--- src/rtl/core/wcre_pkg.sv ---
// ----------------------------------------------------------------------------
// wcre_pkg
// Types and constants for the word-clock rate estimator.
// ----------------------------------------------------------------------------
package wcre_pkg;

  localparam int unsigned COUNT_W = 18;
  localparam int unsigned RATE_W  = 31;
  localparam int unsigned DIV_W   = COUNT_W + 1;
  localparam int unsigned PROD_W  = 38;
  localparam int unsigned STD_W   = 26;
  localparam int unsigned NUM_STD = 13;

  localparam logic [RATE_W-1:0] NUMERATOR = 31'd1280000000;

  typedef struct packed {
    logic               scan_ready;
    logic [COUNT_W-1:0] period_count;
  } scan_t;

  typedef struct packed {
    logic [RATE_W-1:0] rate_hz;
    logic              snapped;
    logic              rate_changed;
  } rate_t;

  typedef enum logic [2:0] {
    ST_IDLE,
    ST_DIV,
    ST_MUL,
    ST_SNAP,
    ST_DONE
  } state_t;

  // standard rates, search order
  function automatic logic [DIV_W-1:0] std_rate(input logic [3:0] idx);
    logic [DIV_W-1:0] r;
    case (idx)
      4'd0:    r = 19'd22050;
      4'd1:    r = 19'd32000;
      4'd2:    r = 19'd44100;
      4'd3:    r = 19'd48000;
      4'd4:    r = 19'd64000;
      4'd5:    r = 19'd88200;
      4'd6:    r = 19'd96000;
      4'd7:    r = 19'd128000;
      4'd8:    r = 19'd176400;
      4'd9:    r = 19'd192000;
      4'd10:   r = 19'd256000;
      4'd11:   r = 19'd352800;
      4'd12:   r = 19'd384000;
      default: r = '0;
    endcase
    return r;
  endfunction

  // standard rate times 100
  function automatic logic [STD_W-1:0] std_rate_x100(input logic [3:0] idx);
    logic [STD_W-1:0] r;
    case (idx)
      4'd0:    r = 26'd2205000;
      4'd1:    r = 26'd3200000;
      4'd2:    r = 26'd4410000;
      4'd3:    r = 26'd4800000;
      4'd4:    r = 26'd6400000;
      4'd5:    r = 26'd8820000;
      4'd6:    r = 26'd9600000;
      4'd7:    r = 26'd12800000;
      4'd8:    r = 26'd17640000;
      4'd9:    r = 26'd19200000;
      4'd10:   r = 26'd25600000;
      4'd11:   r = 26'd35280000;
      4'd12:   r = 26'd38400000;
      default: r = '0;
    endcase
    return r;
  endfunction

endpackage

--- src/rtl/core/wordclock_rate_estimator_core.sv ---
// ----------------------------------------------------------------------------
// wordclock_rate_estimator_core
// Converts a word-clock period count to a rate in Hz, snaps it to a
// standard audio rate within 1 percent and flags rate changes.
//
// Usage:
//   scan channel (scan_valid / scan_stall / scan_item) takes one scan
//   result. scan_stall is high while an item is in work.
//   rate channel (rate_valid / rate_stall / rate_item) gives one result
//   per item from an output register.
// Steps: a ready item passes the restoring divider (one quotient bit
//   per cycle), a state for the 99/101 products, a table search (one
//   compare per cycle) and a state that loads the output. A not-ready
//   item goes straight to the load state.
// Items: one item at a time; the next scan item is taken only
//   after the last one has been loaded into the output register.
// Stall: a result waiting on rate_stall holds the output register; a
//   finished item then waits in the load state and scan_stall stays high.
// Reset: clears the sequencer, the output valid and the stored last rate.
// ----------------------------------------------------------------------------
module wordclock_rate_estimator_core (
  input  logic           clk,
  input  logic           rst,
  input  logic           scan_valid,
  output logic           scan_stall,
  input  wcre_pkg::scan_t scan_item,
  output logic           rate_valid,
  input  logic           rate_stall,
  output wcre_pkg::rate_t rate_item
);

  import wcre_pkg::*;

  state_t              state;
  state_t              state_next;
  logic [DIV_W-1:0]    divisor;
  logic [DIV_W-1:0]    rem;
  logic [RATE_W-1:0]   quot;
  logic [4:0]          bit_idx;
  logic [PROD_W-1:0]   lo;
  logic [PROD_W-1:0]   hi;
  logic [3:0]          std_idx;
  logic [RATE_W-1:0]   rate;
  logic                snap;
  logic [RATE_W-1:0]   last_rate;

  logic                accept;
  logic                out_load;
  logic [DIV_W:0]      shifted;
  logic [DIV_W:0]      diff;
  logic                take;
  logic [PROD_W-1:0]   raw_ext;
  logic [PROD_W-1:0]   s100;
  logic                hit;
  logic                last_std;

  // datapath
  assign shifted  = {rem, NUMERATOR[bit_idx]};
  assign diff     = shifted - {1'b0, divisor};
  assign take     = shifted >= {1'b0, divisor};
  assign raw_ext  = {{(PROD_W-RATE_W){1'b0}}, quot};
  assign s100     = {{(PROD_W-STD_W){1'b0}}, std_rate_x100(std_idx)};
  assign hit      = (s100 >= lo) && (s100 <= hi);
  assign last_std = std_idx == 4'(NUM_STD - 1);

  // next state
  always_comb begin
    state_next = state;
    case (state)
      ST_IDLE: begin
        if (scan_valid) begin
          state_next = scan_item.scan_ready ? ST_DIV : ST_DONE;
        end
      end
      ST_DIV: begin
        if (bit_idx == '0) begin
          state_next = ST_MUL;
        end
      end
      ST_MUL:  state_next = ST_SNAP;
      ST_SNAP: begin
        if (hit || last_std) begin
          state_next = ST_DONE;
        end
      end
      ST_DONE: begin
        if (!rate_valid || !rate_stall) begin
          state_next = ST_IDLE;
        end
      end
      default: state_next = ST_IDLE;
    endcase
  end

  // sequencer outputs
  always_comb begin
    scan_stall = state != ST_IDLE;
    accept     = (state == ST_IDLE) && scan_valid;
    out_load   = (state == ST_DONE) && (!rate_valid || !rate_stall);
  end

  always_ff @(posedge clk) begin
    if (rst) begin
      state <= ST_IDLE;
    end else begin
      state <= state_next;
    end
  end

  always_ff @(posedge clk) begin
    case (state)
      ST_IDLE: begin
        if (accept) begin
          divisor <= {1'b0, scan_item.period_count} + DIV_W'(1);
          rem     <= '0;
          quot    <= '0;
          bit_idx <= 5'(RATE_W - 1);
          std_idx <= '0;
          rate    <= '0;
          snap    <= 1'b0;
        end
      end
      ST_DIV: begin
        rem     <= take ? diff[DIV_W-1:0] : shifted[DIV_W-1:0];
        quot    <= {quot[RATE_W-2:0], take};
        bit_idx <= bit_idx - 5'd1;
      end
      ST_MUL: begin
        lo   <= (raw_ext << 6) + (raw_ext << 5) + (raw_ext << 1) + raw_ext;
        hi   <= (raw_ext << 6) + (raw_ext << 5) + (raw_ext << 2) + raw_ext;
        rate <= quot;
      end
      ST_SNAP: begin
        if (hit) begin
          rate <= {{(RATE_W-DIV_W){1'b0}}, std_rate(std_idx)};
          snap <= 1'b1;
        end
        std_idx <= std_idx + 4'd1;
      end
      default: begin
      end
    endcase
  end

  // output register and stored rate
  always_ff @(posedge clk) begin
    if (rst) begin
      rate_valid <= 1'b0;
      last_rate  <= '0;
    end else begin
      if (out_load) begin
        rate_valid <= 1'b1;
        last_rate  <= rate;
      end else if (!rate_stall) begin
        rate_valid <= 1'b0;
      end
    end
  end

  always_ff @(posedge clk) begin
    if (out_load) begin
      rate_item.rate_hz      <= rate;
      rate_item.snapped      <= snap;
      rate_item.rate_changed <= rate != last_rate;
    end
  end

endmodule

--- config.mk ---
export PLATFORM = sky130hd
export DESIGN_NAME = wordclock_rate_estimator_core
export DESIGN_NICKNAME = d
export VERILOG_FILES = /design/src/rtl/core/wcre_pkg.sv /design/src/rtl/core/wordclock_rate_estimator_core.sv
export SDC_FILE = /design/constraint.sdc
export NUM_CORES = 1
export LEC_CHECK = 0
export BUFFER_PORTS_ARGS = -buffer_cell sky130_fd_sc_hd__buf_4
export CAP_MARGIN = 40
export CELL_PAD_IN_SITES_DETAIL_PLACEMENT = 0
export CELL_PAD_IN_SITES_GLOBAL_PLACEMENT = 1
export CORE_MARGIN = 10
export CORE_UTILIZATION = 51
export DETAILED_ROUTE_END_ITERATION = 12
export HOLD_SLACK_MARGIN = 0.08
export PLACE_DENSITY = 0.93
export SYNTH_ARGS = -nofsm -noshare
export SYNTH_HDL_FRONTEND = slang
export SYNTH_SLANG_ARGS = --single-unit
export TNS_END_PERCENT = 5
--- constraint.sdc ---
create_clock -name clk -period 6.1 [get_ports clk]
set_input_delay 1.22 -clock clk [delete_from_list [all_inputs] [get_ports clk]]
set_output_delay 1.22 -clock clk [all_outputs]
set_load 0.02 [all_outputs]
# ---- After elaboration in Yosys (flattened, before gate mapping)
# Memory sizes are Yosys's and may differ from the RTL's. A register that Yosys moved wholly into a read port is not among the register bits.
# Cells that the tools add are included.
dict set report totals {
  ff_bits 254
  romBits 688
  input_bits 23
  out_inout_bits 35
  wordCells 89
  mem_count 3
}
dict set report classes {
  add_sub_neg 9
  n_lt_le_gt_ge 4
  n_eq_ne 13
  n_mux 26
  reduce_logical 19
}
# name depth width rd rd_clocked_by_memory_dff wr line_no
set mem_list {}
lappend mem_list {{(name not given)} 16 23 1 1 0 wcre_pkg.sv:60} ;# case (idx)
lappend mem_list {{(name not given)} 16 18 1 1 0 wcre_pkg.sv:38} ;# case (idx)
lappend mem_list {{(name not given)} 32 1 1 1 0 wordclock_rate_estimator_core.sv:58} ;# assign shifted = {rem, NUMERATOR[bit_idx]};
# cell n
set ops {}
lappend ops {{$pmux 31 s3} 1}
lappend ops {{$add 38x31->38} 2}
lappend ops {{$mux 31} 2}
lappend ops {{$pmux 31 s2} 1}
lappend ops {{$add 37x36->38} 1}
lappend ops {{$add 38x32->38} 1}
lappend ops {{$add 38x33->38} 1}
lappend ops {{$ge 26x38->1} 1}
lappend ops {{$le 26x38->1} 1}
lappend ops {{$mux 19} 2}
lappend ops {{$pmux 19 s2} 1}
lappend ops {{$ne 31x31->1} 1}
lappend ops {{$ge 20x19->1} 1}
lappend ops {{$add 18x1->19 const B} 1}
lappend ops {{$sub 19x19->19} 1}
lappend ops {{$mux 3} 5}
lappend ops {{$pmux 3 s5} 1}
lappend ops {{$mux 4} 3}
lappend ops {{$ne 2x2->1 const B} 6}
lappend ops {{$mux 5} 2}
lappend ops {{$pmux 5 s2} 1}
lappend ops {{$pmux 4 s2} 1}
lappend ops {{$eq 3x2->1 const B} 2}
lappend ops {{$lt 5x6->1 const B} 1}
lappend ops {{other kinds (18)} 31}

# ---- Longest topological paths before layout
# Gate-level depths: netlist of the first run.
dict set report depth {
  word_depth 5
  mapped_depth 25
  depth_no_buf 25
}

# ---- Worst setup path after synthesis of the first run
# Ideal clock, no wire load.
dict set report synth_timing {
  path_kind {reg-to-reg}
  start {reg quot[2]}
  end {reg lo[34], data pin}
  setup_time_ps 267
  arrival_time_ps 4960
  t_required_ps 5833
  path_slack_ps 872
  path_stages_with_launch 26
  path_buffers 0
  period_less_slack_ps 5228
  path_cell_list {edfxtp_1 -> ha_1 -> inv_1 -> fa_1 -> nor3b_2 -> a22o_2 -> o211a_1 -> o311ai_2 -> nand3_1 -> nand2_1 -> a21o_1 -> a21oi_1 -> xnor2_1 -> inv_1 -> fa_1 -> inv_1 -> ha_1 -> and4_1 -> nand2_1 -> nand2_1 -> a221o_1 -> nor3_1 -> nand3_1 -> a31oi_1 -> nor2_1 -> xor2_1}
}
dict set report synth_between {
  elab_chain_len 3
}
# element line_no
set synth_lines {}
lappend synth_lines {{from (decl)} wordclock_rate_estimator_core.sv:38} ;# logic [RATE_W-1:0] quot;
lappend synth_lines {{from (signal assigned)} wordclock_rate_estimator_core.sv:125} ;# quot <= {quot[RATE_W-2:0], take};
lappend synth_lines {{$add 37x36->38} wordclock_rate_estimator_core.sv:129} ;# lo <= (raw_ext << 6) + (raw_ext << 5) + (raw_ext << 1) + raw_ext;
lappend synth_lines {{$add 38x32->38} wordclock_rate_estimator_core.sv:129}
lappend synth_lines {{$add 38x31->38 *} wordclock_rate_estimator_core.sv:129}
lappend synth_lines {{to (signal assigned)} wordclock_rate_estimator_core.sv:129}
lappend synth_lines {{to (decl)} wordclock_rate_estimator_core.sv:40} ;# logic [PROD_W-1:0] lo;
# Every way passes the cells marked *; elsewhere a longest branch is shown, timed or not.
# A chain may end at the register's enable or synchronous reset.

# ---- Final worst setup path of the first run
dict set report layout_timing {
  start {reg quot[1]}
  end {reg lo[34], data pin}
}
# The elaborated chain is that of the path after synthesis.

==> impl_results.md, run 1 <==
- Reg-to-reg endpoint: lo[34]$_DFFE_PN_
- Wirelength per Cell: 18.3 um
- Largest family of logic cells by synthesized area: adder cells
- Row count: 70
- 1st-pass router iterations: 5
- Status: finished clean
- Worst Path Required: 6.41 ns
- Worst R2R Setup Slack: 0.29 ns
- Post-DP HPWL: 34500 um
- Initial core utilization: 51.8%
- Residual DRC: 0
- CP Launch Type: register
- Area of the multi-input gates: 10200 um^2
- Placed cell count: 2384
- Hold path depth: 0
- Dpl cell area: 20100 um^2
- Asr flop ratio synth: 0%
- Post-synthesis compound-gate area fraction: 15.0%
- Setup TNS: 0 ns
- Simple-gate share of the synthesized area: 12.5%
- Area leader, netlist: edfxtp_1
- Top_reg_cell synth: edfxtp_1
- Post-Syn Area: 19100 um^2
- Sequential Area: 8010 um^2
- Routed Wire Length: 44900 um
- Reg2Reg Launch Point: quot[1]$_SDFFCE_PN0P_
- Fill cells: 3097
- Largest stage delay on the critical path: 0.50 ns
- Commonest non-fill, non-tap cell in the layout: edfxtp_1
- Worst hold start: snap$_DFFE_PP_
- Antenna Nets Post-Route: 0
- Cells after Synth: 1877
- Arr. time, crit path: 6.12 ns
- Max-cap viol count: 0
- CP top delay family: compound AO/OA/AOI/OAI gates
- Relative slew slack: 28.0%
- First-pass GRT wire length: 71900 um
- Adder-Cell Fraction of Synth Area: 17.8%
- CP max stage cell: fa_1
- I/O pin count: 58
- Initial antenna violation count: 1
- Sequential area share after synthesis: 42.0%
- Final setup fails: 0
- Setup crit end kind: register
- Xor/xnor cell area share of the yosys netlist: 6.98%
- Clk_lat worst skew: 0.58 ns
- Synth area leaders: edfxtp_1 (34%), ha_1 (12%), dfxtp_1 (7.7%)
- Routed vias/inst: 5.71
- Final Wtd Congestion: 0.983
- Post-synthesis mux area share: 0.735%
- Syn. warnings: 0
- Clock transition at path regs: 0.06 ns
- Top cell type's share of synthesized area: 34.3%
- Syn_nets: 2135
- Number of global-route vias before repair: 13939
- Flops & latches, synth: 291
- Critical path buffers and inverters: 3
- Commonest non-fill, non-tap cells in the layout: edfxtp_1 (218), inv_1 (213), ha_1 (177)
- Port bufs: 57
- Sink of the worst hold path: rate_item[1]$_DFFE_PP_
- Tmin final: 5.81 ns
- Die Y: 213 um
- F_max: 0.172 GHz
- Post-route cell area: 21300 um^2
- Deepest clock path buffer count: 3
- Drt first-iter violations: 1027
- Worst-Margin Slew: 1.07 ns
- Slew Limit Fails: 0
- Total global-route track usage: 19.7%
- Layout area overhead: 11.5%
- Period utilisation layout: 95.2%
- Hold Slack: 0.446 ns
- CTS tree: yes
- Chip width: 213 um
- Syn avg cell area: 10.2 um^2
- Final Hold Violating Endpoints: 0
- Critical path type: reg2reg
- Sink Count: 291
- Non-filler cells, final: 2450
- Clock Skew: 0.00935 ns
- Post-synth cell types: 79
- H-tree depth: 1
- GR Overflow Total: 0
- Path depth of the worst reg2reg path: 25
- Core Region: 36800 um^2
- Crit-path max FO: 6
- Root Buffer: clkbuf_16
- Final Net Count: 2214
- Inserted Clock Buffers: 31
- Class of the worst hold path: reg2reg
- Layout cells sized above 1: 8.63%
- Post-synth EDFFs: 218
- RSZ-0062 raised after global routing: true
- Pin count of the biggest net entering global routing: 47
- Vias: 13986
- Die footprint: 45500 um^2
==> worst max path at each step <==
stage	start	end	slack (ns)	cells past startpoint
floorplan	quot[2]$_SDFFCE_PN0P_	lo[34]$_DFFE_PN_	0.87	25
global placement	quot[0]$_SDFFCE_PN0P_	lo[37]$_DFFE_PN_	0.37	25
detailed placement	quot[1]$_SDFFCE_PN0P_	lo[34]$_DFFE_PN_	0.18	25
CTS	quot[0]$_SDFFCE_PN0P_	lo[37]$_DFFE_PN_	0.16	25
global route	quot[1]$_SDFFCE_PN0P_	lo[34]$_DFFE_PN_	-0.05	25
finish	quot[1]$_SDFFCE_PN0P_	lo[34]$_DFFE_PN_	0.29	25
==> sequential cells by signal, summed over array words and instances, names as in the netlist, 4 cells and up, named ones only <==
name	flops
hi	37
s100	23
divisor	19
lo	38
last_rate	31
bit_idx	5
rem	19
rate	31
quot	31
std_idx	4
rate_item	33
==> worst register-to-register path, cell delays in order, from the launching register on <==
cell      delay (ns)
edfxtp_1        0.48
ha_1            0.28
inv_1           0.08
fa_1            0.38
nor3b_2         0.17
a22o_2          0.31
o211a_1         0.30
o311ai_4        0.35
nand3_1         0.13
nand2_1         0.14
a21o_1          0.13
a21oi_1         0.09
xnor2_2         0.20
inv_1           0.10
fa_1            0.50
inv_1           0.05
ha_1            0.37
and4_1          0.27
nand2_1         0.06
nand2_1         0.05
a221o_1         0.36
nor3_1          0.13
nand3_1         0.13
a31oi_2         0.24
nor2_1          0.08
xor2_1          0.17
==> cells by family (layout without fill, tap and decap cells) <==
| kind of cell | after synthesis | count (layout) |
|---|---|---|
| xor gates and xnor gates | 149 | 149 |
| DFF | 291 | 291 |
| AOI/OAI and AO/OA | 432 | 432 |
| adders and majority gates | 236 | 236 |
| buffers and inverters | 251 | 355 |
| muxes | 14 | 14 |
| other | 0 | 1 |
| and+or+nand+nor | 504 | 504 |
==> cells in the mapped netlist (all sizes together), types with 36 or more instances <==
master,instances
a21o,69
a21oi,142
and3,36
dfxtp,73
edfxtp,218
fa,58
ha,177
inv,215
nand2,162
nand3,42
nor2,135
o21ai,67
xnor2,95
xor2,54
==> cell type report <==
type / count / share of cell area (%)
multi-input cells: 1335 / 47.8
diodes: 1 / 0.0118
clock buffers: 45 / 4.19
clock inverters: 13 / 0.671
well taps: 468 / 2.76
repair buffers: 82 / 3.08
flip-flops and latches: 291 / 37.7
inverters: 215 / 3.80
==> repair_timing <==
| action | 4_1_cts | 5_1_grt |
|---|---|---|
| setup endpoints to repair | 0 | 10 |
| resized for setup | 0 | 10 |
| buffers inserted | 0 | 7 |
| hold buffers | 0 | 0 |
| hold endpoints to repair | 0 | 0 |
==> routing by layer <==
layer	GRT usage, %	wire (um)	vias up
met1	25.5	20200	6714
met4	5.92	1200	0
met5	0	0	-
met2	33.4	21300	360
li1	-	-	6837
met3	2.80	2210	75
==> through the flow <==
| stage | worst slack, ns | utilization (%) |
|---|---|---|
| after floorplan | 0.872 | - |
| after global placement | 0.373 | 54.5 |
| after detailed placement | 0.178 | 54.7 |
| after CTS | 0.162 | 57.5 |
| after global routing | -0.0481 | 57.8 |
| final | 0.290 | 57.8 |
Power of run 1 is left out: the tool's default activity adds up to more than one toggle a clock period on the data nets, which glitch-free logic cannot reach.
==> inputs of run 2 (changes only) <==
Settings changed: MAX_ROUTING_LAYER set to met4.
==> impl_results.md, run 2 (synthesis gave the netlist of run 1 again) <==
- Status: finished clean
- Inserted Clock Buffers: 34
- Die footprint: 45500 um^2
- First-pass GRT wire length: 71900 um
- Final Net Count: 2216
- Die Y: 213 um
- Number of global-route vias before repair: 13927
- Relative slew slack: 37.3%
- Reg-to-reg endpoint: hi[37]$_DFFE_PN_
- Worst R2R Setup Slack: 0.38 ns
- RSZ-0062 raised after global routing: false
- Largest regs: lo x38, hi x37, rate_item x33
- Root Buffer: clkbuf_16
- GR met3 Demand/Resource: 2.53%
- Final Wtd Congestion: 0.974
- N_diodes: 0
- Commonest non-fill, non-tap cell in the layout: edfxtp_1
- Routed Wire Length: 44700 um
- Reg2Reg Launch Point: quot[0]$_SDFFCE_PN0P_
- Final setup fails: 0
- Port bufs: 57
- Initial antenna violation count: 0
- Drt first-iter violations: 1125
- Worst-Margin Slew: 0.928 ns
- H-tree depth: 2
- I/O pin count: 58
- Clock Skew: 0.0119 ns
- Wirelength per Cell: 18.2 um
- Met2 GRT Util: 33.1%
- Row count: 70
- Clock transition at path regs: 0.06 ns
- Sink Count: 291
- Sequential Area: 8010 um^2
- Class of the worst hold path: reg2reg
- Residual DRC: 0
- F_max: 0.175 GHz
- Pin count of the biggest net entering global routing: 60
- Post-DP HPWL: 34600 um
- Chip width: 213 um
- Register name with the most flops: lo
- Setup crit end kind: register
- Area of the multi-input gates: 10100 um^2
- Setup TNS: 0 ns
- Crit-path max FO: 6
- Worst Path Required: 6.38 ns
- Period utilisation layout: 93.7%
- Clk_lat worst skew: 0.53 ns
- 1st-pass router iterations: 5
- Most used routing layer: met2
- Initial core utilization: 51.8%
- Vias: 13934
- Core Region: 36800 um^2
- Fill cells: 3101
- Routed vias/inst: 5.69
- Final Hold Violating Endpoints: 0
- Tmin final: 5.72 ns
- Met1 Usage GRT: 25.9%
- Commonest non-fill, non-tap cells in the layout: edfxtp_1 (218), inv_1 (213), ha_1 (177)
- Largest stage delay on the critical path: 0.49 ns
- Total global-route track usage: 20.3%
- Max reg flops: 38
- Cell mode on critical path: a21o_1
- Critical path type: reg2reg
- Deepest clock path buffer count: 3
- Arr. time, crit path: 6.00 ns
- Layout area overhead: 11.5%
- Layout cells sized above 1: 8.43%
- CP max stage cell: fa_1
- CTS tree: yes
- # hold bufs at CTS: 0
- Slew Limit Fails: 0
- Setup crit end: hi[37]$_DFFE_PN_
- Max-cap viol count: 0
- GR Overflow Total: 0
- Antenna Nets Post-Route: 0
- Path depth of the worst reg2reg path: 25
- CP Launch Type: register
- CP Launch Point: quot[0]$_SDFFCE_PN0P_
==> run 2: changes by cell type in the layout (fill, tap and decap cells not counted), moves of 2 or more <==
cell / delta
clkbuf_1: +2
clkbuf_8: -3
clkinv_4: -2
clkbuf_16: +3
==> run 2: worst min-delay path by stage <==
stage	startpoint	end	slack, ns	depth (start not counted)
after CTS	snap$_DFFE_PP_	rate_item[1]$_DFFE_PP_	0.42	0
after global routing	snap$_DFFE_PP_	rate_item[1]$_DFFE_PP_	0.42	0
after detailed placement	snap$_DFFE_PP_	rate_item[1]$_DFFE_PP_	0.41	0
after global placement	snap$_DFFE_PP_	rate_item[1]$_DFFE_PP_	0.41	0
final	snap$_DFFE_PP_	rate_item[1]$_DFFE_PP_	0.42	0
after floorplan	snap$_DFFE_PP_	rate_item[1]$_DFFE_PP_	0.40	0
==> run 2: repair_timing <==
item | in CTS | in global routing
setup buffers | 0 | 6
endpoints found under the setup margin | 0 | 9
resized for setup | 0 | 7
==> run 2: through the flow <==
step	area (um^2)	worst slack (ns)	instances	hold slack (ns)	util, %
after CTS	21200	0.209	2444	0.417	57.6
after floorplan	19100	0.872	1877	0.400	-
after detailed placement	20100	0.241	2384	0.407	54.6
after global routing	21300	0.0230	2450	0.420	57.8
after global placement	20100	0.363	2382	0.406	54.5
final	21300	0.384	2450	0.417	57.8
==> run 2: cell type report <==
| class | instances | area share [%] |
|---|---|---|
| clock buffer | 47 | 4.38 |
| multi-input combinational | 1335 | 47.7 |
| clock inverter | 13 | 0.783 |
| inverter | 215 | 3.80 |
| tap | 468 | 2.75 |
| sequential | 291 | 37.7 |
| timing repair buffer | 81 | 2.95 |
==> run 2: critical path: cells and delay by family (launching register included) <==
kind / cells / cell delay (ns)
flip-flops: 1 / 0.45
AND/OR/NAND/NOR: 8 / 1.18
AO/OA/AOI/OAI: 10 / 1.77
XOR/XNOR: 2 / 0.45
adder cells (fa/ha/maj): 4 / 1.54
buffers and inverters: 1 / 0.08
==> run 2: layer usage <==
layer,part of all wire [%],wire [um]
met1,45,20000
met4,2.7,1220
met5,0,0
met3,5.0,2250
met2,47,21200
Power of run 2 is left out for the same reason.
